<file path="config.mk">
export PLATFORM = sky130hd
export DESIGN_NAME = text_index_record_parser_core
export DESIGN_NICKNAME = d
export VERILOG_FILES = /design/src/tirp_pkg.sv /design/src/text_index_record_parser_core.sv
export SDC_FILE = /design/constraint.sdc
export NUM_CORES = 1
export LEC_CHECK = 0
export CELL_PAD_IN_SITES_DETAIL_PLACEMENT = 1
export CELL_PAD_IN_SITES_GLOBAL_PLACEMENT = 1
export CORE_MARGIN = 4
export CORE_UTILIZATION = 49
export DETAILED_ROUTE_END_ITERATION = 8
export DONT_BUFFER_PORTS = 1
export HOLD_SLACK_MARGIN = 0.05
export PLACE_DENSITY_LB_ADDON = 0.1
export SLEW_MARGIN = 20
export SYNTH_ARGS = -nofsm -noshare
export SYNTH_HDL_FRONTEND = slang
export SYNTH_SLANG_ARGS = --single-unit
export TNS_END_PERCENT = 5
</file>
<file path="constraint.sdc">
create_clock -name i_clk -period 4.4 [get_ports i_clk]
set_input_delay 0 -clock i_clk [delete_from_list [all_inputs] [get_ports i_clk]]
set_output_delay 0 -clock i_clk [all_outputs]
set_load 0.1 [all_outputs]
</file>
<file path="src/tirp_pkg.sv">
`timescale 1ns / 1ps
// ----------------------------------------------------------------------------
// Text index record parser package
// Shared request types, item kind codes, byte constants and parse phases.
// ----------------------------------------------------------------------------
package tirp_pkg;

    localparam int WINDOW_DEPTH = 6;
    localparam int QUEUE_DEPTH  = 4;

    localparam logic [7:0] BYTE_AUTHOR_TAG = 8'h01;
    localparam logic [7:0] BYTE_BOOK_TAG   = 8'h02;
    localparam logic [7:0] BYTE_HDR_TAIL   = 8'hEF;
    localparam logic [7:0] BYTE_AUTHOR_END = 8'h80;
    localparam logic [7:0] BYTE_BOOK_END   = 8'h81;
    localparam logic [7:0] BYTE_ID_TERM    = 8'hFF;
    localparam logic [7:0] BYTE_LEVEL_TAG  = 8'h11;
    localparam logic [7:0] CHAR_MASK       = 8'h7F;

    localparam logic [2:0] KIND_AUTHOR_ID   = 3'd0;
    localparam logic [2:0] KIND_AUTHOR_NAME = 3'd1;
    localparam logic [2:0] KIND_BOOK_ID     = 3'd2;
    localparam logic [2:0] KIND_BLOCK_NUM   = 3'd3;
    localparam logic [2:0] KIND_TITLE       = 3'd4;
    localparam logic [2:0] KIND_LEVEL_ID    = 3'd5;
    localparam logic [2:0] KIND_LEVEL_CHAR  = 3'd6;
    localparam logic [2:0] KIND_RECORD_END  = 3'd7;

    typedef enum logic [3:0] {
        PH_SEARCH    = 4'd0,
        PH_ID        = 4'd1,
        PH_SKIP      = 4'd2,
        PH_COUNT     = 4'd3,
        PH_NAME      = 4'd4,
        PH_LVL_CHECK = 4'd5,
        PH_LVL_ID    = 4'd6,
        PH_LVL_COUNT = 4'd7,
        PH_LVL_CHARS = 4'd8
    } t_phase;

    typedef struct packed {
        logic [7:0] in_byte;
        logic       stream_end;
    } t_in_req;

    typedef struct packed {
        logic [2:0]  item_kind;
        logic [15:0] item_value;
    } t_out_req;

endpackage

</file>
<file path="src/text_index_record_parser_core.sv">
`timescale 1ns / 1ps
// ----------------------------------------------------------------------------
// Text index record parser core
// Scans an index byte stream for author and book headers and emits tagged
// character, block number, level and record end items.
// ----------------------------------------------------------------------------
// One input byte is accepted per cycle whenever the four-entry result queue has
// room for two results; a byte yields zero, one or two results. The parse state
// updates in the cycle of acceptance and its results are written into the queue
// at the same clock edge. The queue hands out at most one result per cycle on
// the output side, and only while the consumer holds i_out_ready high.
module text_index_record_parser_core (
    input  logic                i_clk,
    input  logic                i_rst_n,
    input  logic                i_in_valid,
    output logic                o_in_ready,
    input  tirp_pkg::t_in_req   i_in,
    output logic                o_out_valid,
    input  logic                i_out_ready,
    output tirp_pkg::t_out_req  o_out
);

    logic [7:0]       r_window [tirp_pkg::WINDOW_DEPTH];
    logic [7:0]       n_window [tirp_pkg::WINDOW_DEPTH];
    logic [2:0]       r_fill, n_fill;
    tirp_pkg::t_phase r_phase, n_phase;
    logic             r_is_book, n_is_book;
    logic [7:0]       r_bytes_left, n_bytes_left;
    logic [1:0]       r_skip_left, n_skip_left;

    tirp_pkg::t_out_req r_queue [tirp_pkg::QUEUE_DEPTH];
    logic [1:0]         r_wr_ptr, r_rd_ptr;
    logic [2:0]         r_count, n_count;

    logic               in_acc, out_acc;
    logic               emit_a, emit_end;
    tirp_pkg::t_out_req item_a, item_end, push0, push1;
    logic [7:0]         b;
    logic [7:0]         dec_left;

    assign in_acc      = i_in_valid && o_in_ready;
    assign out_acc     = o_out_valid && i_out_ready;
    assign o_in_ready  = (r_count < 3'd3);
    assign o_out_valid = (r_count != 3'd0);
    assign o_out       = r_queue[r_rd_ptr];
    assign b           = i_in.in_byte;
    assign dec_left    = (r_bytes_left != 8'd0) ? (r_bytes_left - 8'd1) : 8'd0;

    always_comb begin
        n_window     = r_window;
        n_fill       = r_fill;
        n_phase      = r_phase;
        n_is_book    = r_is_book;
        n_bytes_left = r_bytes_left;
        n_skip_left  = r_skip_left;
        emit_a       = 1'b0;
        item_a       = '0;
        emit_end     = 1'b0;
        item_end     = '{item_kind: tirp_pkg::KIND_RECORD_END, item_value: 16'd0};

        unique case (r_phase)
            tirp_pkg::PH_SEARCH: begin
                if (r_fill >= 3'(tirp_pkg::WINDOW_DEPTH)) begin
                    if (r_window[5] == tirp_pkg::BYTE_HDR_TAIL
                        && r_window[0] == tirp_pkg::BYTE_AUTHOR_TAG
                        && b == tirp_pkg::BYTE_AUTHOR_END) begin
                        n_is_book = 1'b0;
                        n_phase   = tirp_pkg::PH_ID;
                    end else if (r_window[5] == tirp_pkg::BYTE_HDR_TAIL
                        && r_window[0] == tirp_pkg::BYTE_BOOK_TAG
                        && b == tirp_pkg::BYTE_BOOK_END) begin
                        n_is_book = 1'b1;
                        n_phase   = tirp_pkg::PH_ID;
                    end else begin
                        for (int i = 0; i < tirp_pkg::WINDOW_DEPTH - 1; i++) begin
                            n_window[i] = r_window[i + 1];
                        end
                        n_window[tirp_pkg::WINDOW_DEPTH - 1] = b;
                    end
                end else begin
                    n_window[r_fill] = b;
                    n_fill           = r_fill + 3'd1;
                end
            end
            tirp_pkg::PH_ID: begin
                if (b == tirp_pkg::BYTE_ID_TERM) begin
                    if (r_is_book) begin
                        emit_a = 1'b1;
                        item_a = '{item_kind: tirp_pkg::KIND_BLOCK_NUM,
                                   item_value: {r_window[3], r_window[4]}};
                    end
                    n_skip_left = 2'd2;
                    n_phase     = tirp_pkg::PH_SKIP;
                end else begin
                    emit_a = 1'b1;
                    item_a = '{item_kind: r_is_book ? tirp_pkg::KIND_BOOK_ID
                                                    : tirp_pkg::KIND_AUTHOR_ID,
                               item_value: {8'd0, b & tirp_pkg::CHAR_MASK}};
                end
            end
            tirp_pkg::PH_SKIP: begin
                if (r_skip_left != 2'd0) begin
                    n_skip_left = r_skip_left - 2'd1;
                end
                if (r_skip_left <= 2'd1) begin
                    n_phase = tirp_pkg::PH_COUNT;
                end
            end
            tirp_pkg::PH_COUNT: begin
                n_bytes_left = b;
                if (b != 8'd0) begin
                    n_phase = tirp_pkg::PH_NAME;
                end else if (r_is_book) begin
                    n_phase = tirp_pkg::PH_LVL_CHECK;
                end else begin
                    n_window     = '{default: 8'd0};
                    n_fill       = 3'd0;
                    n_phase      = tirp_pkg::PH_SEARCH;
                    n_bytes_left = 8'd0;
                    n_skip_left  = 2'd0;
                end
            end
            tirp_pkg::PH_NAME: begin
                emit_a       = 1'b1;
                item_a       = '{item_kind: r_is_book ? tirp_pkg::KIND_TITLE
                                                      : tirp_pkg::KIND_AUTHOR_NAME,
                                 item_value: {8'd0, b}};
                n_bytes_left = dec_left;
                if (dec_left == 8'd0) begin
                    if (r_is_book) begin
                        n_phase = tirp_pkg::PH_LVL_CHECK;
                    end else begin
                        n_window     = '{default: 8'd0};
                        n_fill       = 3'd0;
                        n_phase      = tirp_pkg::PH_SEARCH;
                        n_bytes_left = 8'd0;
                        n_skip_left  = 2'd0;
                    end
                end
            end
            tirp_pkg::PH_LVL_CHECK: begin
                if (b == tirp_pkg::BYTE_LEVEL_TAG) begin
                    n_phase = tirp_pkg::PH_LVL_ID;
                end else begin
                    emit_a       = 1'b1;
                    item_a       = item_end;
                    n_is_book    = 1'b0;
                    n_window     = '{default: 8'd0};
                    n_window[0]  = b;
                    n_fill       = 3'd1;
                    n_phase      = tirp_pkg::PH_SEARCH;
                    n_bytes_left = 8'd0;
                    n_skip_left  = 2'd0;
                end
            end
            tirp_pkg::PH_LVL_ID: begin
                emit_a  = 1'b1;
                item_a  = '{item_kind: tirp_pkg::KIND_LEVEL_ID, item_value: {8'd0, b}};
                n_phase = tirp_pkg::PH_LVL_COUNT;
            end
            tirp_pkg::PH_LVL_COUNT: begin
                n_bytes_left = b;
                n_phase      = (b == 8'd0) ? tirp_pkg::PH_LVL_CHECK
                                           : tirp_pkg::PH_LVL_CHARS;
            end
            tirp_pkg::PH_LVL_CHARS: begin
                emit_a       = 1'b1;
                item_a       = '{item_kind: tirp_pkg::KIND_LEVEL_CHAR,
                                 item_value: {8'd0, b}};
                n_bytes_left = dec_left;
                if (dec_left == 8'd0) begin
                    n_phase = tirp_pkg::PH_LVL_CHECK;
                end
            end
            default: begin
                n_window     = '{default: 8'd0};
                n_fill       = 3'd0;
                n_phase      = tirp_pkg::PH_SEARCH;
                n_bytes_left = 8'd0;
                n_skip_left  = 2'd0;
                n_is_book    = 1'b0;
            end
        endcase

        if (i_in.stream_end) begin
            emit_end     = (n_phase != tirp_pkg::PH_SEARCH) && n_is_book;
            n_window     = '{default: 8'd0};
            n_fill       = 3'd0;
            n_phase      = tirp_pkg::PH_SEARCH;
            n_bytes_left = 8'd0;
            n_skip_left  = 2'd0;
            n_is_book    = 1'b0;
        end
    end

    assign push0 = emit_a ? item_a : item_end;
    assign push1 = item_end;

    always_comb begin
        n_count = r_count;
        if (in_acc) begin
            n_count = n_count + {2'd0, emit_a} + {2'd0, emit_end};
        end
        if (out_acc) begin
            n_count = n_count - 3'd1;
        end
    end

    always_ff @(posedge i_clk) begin
        if (!i_rst_n) begin
            r_window     <= '{default: 8'd0};
            r_fill       <= 3'd0;
            r_phase      <= tirp_pkg::PH_SEARCH;
            r_is_book    <= 1'b0;
            r_bytes_left <= 8'd0;
            r_skip_left  <= 2'd0;
        end else if (in_acc) begin
            r_window     <= n_window;
            r_fill       <= n_fill;
            r_phase      <= n_phase;
            r_is_book    <= n_is_book;
            r_bytes_left <= n_bytes_left;
            r_skip_left  <= n_skip_left;
        end
    end

    always_ff @(posedge i_clk) begin
        if (in_acc && (emit_a || emit_end)) begin
            r_queue[r_wr_ptr] <= push0;
            if (emit_a && emit_end) begin
                r_queue[r_wr_ptr + 2'd1] <= push1;
            end
        end
    end

    always_ff @(posedge i_clk) begin
        if (!i_rst_n) begin
            r_wr_ptr <= 2'd0;
            r_rd_ptr <= 2'd0;
            r_count  <= 3'd0;
        end else begin
            if (in_acc) begin
                r_wr_ptr <= r_wr_ptr + {1'b0, emit_a} + {1'b0, emit_end};
            end
            if (out_acc) begin
                r_rd_ptr <= r_rd_ptr + 2'd1;
            end
            r_count <= n_count;
        end
    end

`ifndef NO_ASSERTIONS
    a_count_bound: assert property (@(posedge i_clk) disable iff (!i_rst_n)
        r_count <= 3'(tirp_pkg::QUEUE_DEPTH))
        else $error("result queue overflow");

    a_ptr_count: assert property (@(posedge i_clk) disable iff (!i_rst_n)
        (r_wr_ptr - r_rd_ptr) == r_count[1:0])
        else $error("queue pointers disagree with count");

    a_skip_live: assert property (@(posedge i_clk) disable iff (!i_rst_n)
        (r_phase == tirp_pkg::PH_SKIP) |-> (r_skip_left != 2'd0))
        else $error("skip phase with no bytes to skip");

    a_level_book: assert property (@(posedge i_clk) disable iff (!i_rst_n)
        (r_phase == tirp_pkg::PH_LVL_CHECK || r_phase == tirp_pkg::PH_LVL_ID
         || r_phase == tirp_pkg::PH_LVL_COUNT || r_phase == tirp_pkg::PH_LVL_CHARS)
        |-> r_is_book)
        else $error("level phase outside a book record");

    a_window_full: assert property (@(posedge i_clk) disable iff (!i_rst_n)
        (r_phase != tirp_pkg::PH_SEARCH) |-> (r_fill == 3'(tirp_pkg::WINDOW_DEPTH)))
        else $error("record parse without a full header window");
`endif

endmodule

</file>
==> impl_metrics.csv <==
group,metric,value,unit
outcome,outcome,"completed",
synthesis,ys_seq_area_share,36.1,%
clock_tree,cts_resized,0,
synthesis,ys_ff_latch,151,
route,drt-total-wl,27000,um
cells_and_area,drive_gt1_share,12.8,%
power,p_sw_share,38.5,%
cells_and_area,nNetsFinal,971,
route,drt_iter0_markers,645,
synthesis,synth_edf_count,0,
clock_tree,clockRootBuffer,"clkbuf_16",
place,dp_hpwl,16900,um
cells_and_area,antenna_cells,0,
clock_tree,clock_latency,0.43,ns
place,place.gp.congestion,0.875,
sta,finalWorstPathRequiredPeriod,4.15,ns
worst_hold_path,hold_class,"input port to register",
synthesis,synthFlopType,"dfxtp_1",
grt,antenna_found_initial,0,
floorplanning,start_util,50.3,%
critical_path,cp_common_cell,"ha_1",
floorplanning,io_pins,34,
synthesis,synthArstFlopShare,0,%
clock_tree,clk_path_buf_depth,2,
route,ant_nets,0,
sta,hold_violations,0,
grt,grt_pass1_wl,43400,um
critical_path,critical_path_buf_inv_count,2,
critical_path,cp_cell_sequence,"inv_1 > ha_1 > xnor2_1 > and3b_1 > a41o_1 > a2111o_2 > a32oi_2 > o311ai_0 > fa_1 > inv_1 > ha_1 > mux2i_1 > ha_1 > nand2_1 > xnor2_1 > nor2_1",
clock_tree,cts_buffers,17,
sta,drv_slew,0,
sta,rsz0062_at_grt,"no",
critical_path,max_stage_delay,0.50,ns
floorplanning,die_h,139,um
cells_and_area,multi_input_area,0.00491,sq mm
critical_path,start_kind,"register",
power,comb_power_share,29.3,%
power,internal-power,0.00269,W
floorplanning,core,0.0166,sq mm
synthesis,syn_inst,981,
clock_tree,cts_tree,"built",
synthesis,synth_cell_types,68,
floorplanning,dieArea,0.0193,sq mm
power,power.switching,0.00169,W
grt,grt_overflow,0,
route,drc,0,
power,power_density,476,mW/mm^2
sta,finalCritPeriodShare,94.2,%
job,cap_violations,0,
clock_tree,clkTransAtPathRegs,0.07,ns
grt,first_global_vias,7837,
sta,max_slew_margin,31.6,%
critical_path,critical_path.top_delay_family,"compound AO/OA/AOI/OAI gates",
clock_tree,h-tree-depth,4,
sta,finalClockSkew,0.0110,ns
sta,fmax,241,MHz
synthesis,synth_area_leader_cell,"dfxtp_1",
synthesis,syn_nets,1002,
synthesis,ys_warn_count,0,
critical_path,cp.arrival,4.45,ns
cells_and_area,syn_to_final_growth,9.69,%
route,first_pass_iters,5,
power,ir_drop,344,uV
sta,finalSetupViolations,0,
critical_path,cp_max_fo,6,
power,p_total,0.00438,W
floorplanning,core.rowCount,47,
power,leakage,3.77,nW
grt,grt_use_total,27.8,%
cells_and_area,mostFrequentLayoutCell,"nand2_1",
route,vias_per_cell,6.51,
power,p_seq_share,36.5,%
critical_path,crit_slowest_cell,"a2111o_2",
floorplanning,die_w,139,um
synthesis,ys_top_cells_by_area,"dfxtp_1 36%, mux2i_1 10%, nand2_1 6.9%",
cells_and_area,final_cell_mix,"153 x nand2_1, 151 x dfxtp_1, 86 x a21oi_1",
place,io_buffers,0,
clock_tree,postCtsSetupBuffers,0,
power,clock_power_share,34.3,%
grt,grt_start_max_net_pins,46,
sta,final.setup.tns,0,ns
sta,tightestPinTransition,1.02,ns
critical_path,critPathCaptureType,"register",
route,avgRoutedWirePerCell,22.8,um
cells_and_area,fill_cells,1953,
critical_path,critPathKind,"register to register",
critical_path,crit_required,4.70,ns
synthesis,avgSynthCellArea,8.54,sq um
cells_and_area,seq_area,0.00302,sq mm
route,num_vias,7698,
synthesis,netlist_area,0.00838,sq mm
clock_tree,clock-sinks,151,
synthesis,synth.top_cell.area_share,36.1,%
[timing repair]
| action | 4_1_cts | 5_1_grt |
|---|---|---|
| hold endpoints to repair | 106 | 0 |
| hold buffers | 15 | 0 |
| setup endpoints to repair | 0 | 0 |
[worst paths after layout]
check	start	to	slack [ns]	depth (start not counted)
worst min register to register	r_queue[0][13]	r_queue[0][13]	0.46	2
worst min-delay path	i_in[0]	r_wr_ptr[0]	0.06	3
worst max-delay path	r_bytes_left[0]	r_count[2]	0.25	16
worst max register to register	r_bytes_left[0]	r_count[2]	0.25	16
[stage by stage]
stage	area [sq um]	setup slack (ns)	hold WS [ns]	util, %	instances
after floorplan	8380	0.660	0.226	-	981
after global placement	8440	0.462	0.138	50.7	1136
after detailed placement	8440	0.300	0.143	50.7	1136
after CTS	9190	0.279	0.0556	55.2	1183
after global routing	9190	0.0923	0.0756	55.2	1183
final	9190	0.253	0.0640	55.2	1183
[sequential cells by signal, indices dropped and copies added, names as in the netlist, named ones only]
| register | count |
|---|---|
| r_phase | 4 |
| r_wr_ptr | 2 |
| r_skip_left | 2 |
| r_is_book | 1 |
| r_count | 3 |
| r_fill | 3 |
| r_bytes_left | 8 |
| r_rd_ptr | 2 |
| r_window | 48 |
| r_queue | 76 |
[power groups by stage]
stage	combinational, W	sequential (W)	clock, W
6_report	0.00128	0.00160	0.00150
5_1_grt	0.00137	0.00161	0.00159
4_1_cts	0.00128	0.00159	0.00152
3_5_place_dp	0.00123	0.00162	0
3_3_place_gp	0.00119	0.00161	0
2_1_floorplan	0.00108	0.00157	0
[tightest hold or removal path, cell delays in order]
cell and delay [ns]:
o311ai_0 0.17, fa_1 0.21, a211oi_1 0.06
[cell type report]
type | instances | share of cell area (%)
Sequential cell | 151 | 32.9
Clock buffer | 18 | 4.67
Tap cell | 220 | 3.00
Timing Repair Buffer | 36 | 3.46
Clock inverter | 14 | 1.78
Multi-Input combinational cell | 726 | 53.5
Inverter | 18 | 0.735
[cell families after synthesis]
group           after synthesis  share of synthesized area, %
fa+ha+maj                     8                          1.37
compound gates              249                          19.7
simple gates                346                          20.0
xor+xnor                      9                         0.941
buf+inv                     104                          5.38
flops                       151                          36.1
mux                         114                          16.6
[synthesized netlist by cell type, drive strengths merged (2+ instances only)]
| library cell | instances |
|---|---|
| nand3 | 24 |
| xnor2 | 7 |
| mux2i | 85 |
| mux4 | 19 |
| nor2 | 63 |
| xor2 | 2 |
| o41ai | 2 |
| and3 | 2 |
| nand4 | 11 |
| a31oi | 8 |
| o21ai | 39 |
| or4b | 2 |
| nor3 | 18 |
| o22ai | 33 |
| nor4b | 4 |
| dfxtp | 151 |
| or3 | 4 |
| or2 | 5 |
| or4 | 11 |
| nand2b | 8 |
| a21boi | 3 |
| inv | 17 |
| mux2 | 10 |
| and2 | 11 |
| fa | 2 |
| nor2b | 14 |
| a21o | 2 |
| a22oi | 4 |
| a211oi | 26 |
| a21oi | 87 |
| buf | 20 |
| nor3b | 3 |
| clkbuf | 66 |
| nor4 | 6 |
| o211ai | 7 |
| nand2 | 153 |
| ha | 6 |
| o221a | 25 |
| nor4bb | 4 |
| a31o | 2 |
[per-layer routing]
metal	global-route usage [%]	part of all wire, %
met4	8.86	2.4
met2	45.4	47
met3	6.41	6.0
met1	36.6	45
met5	0	0
(Power assumes the default switching activity.)
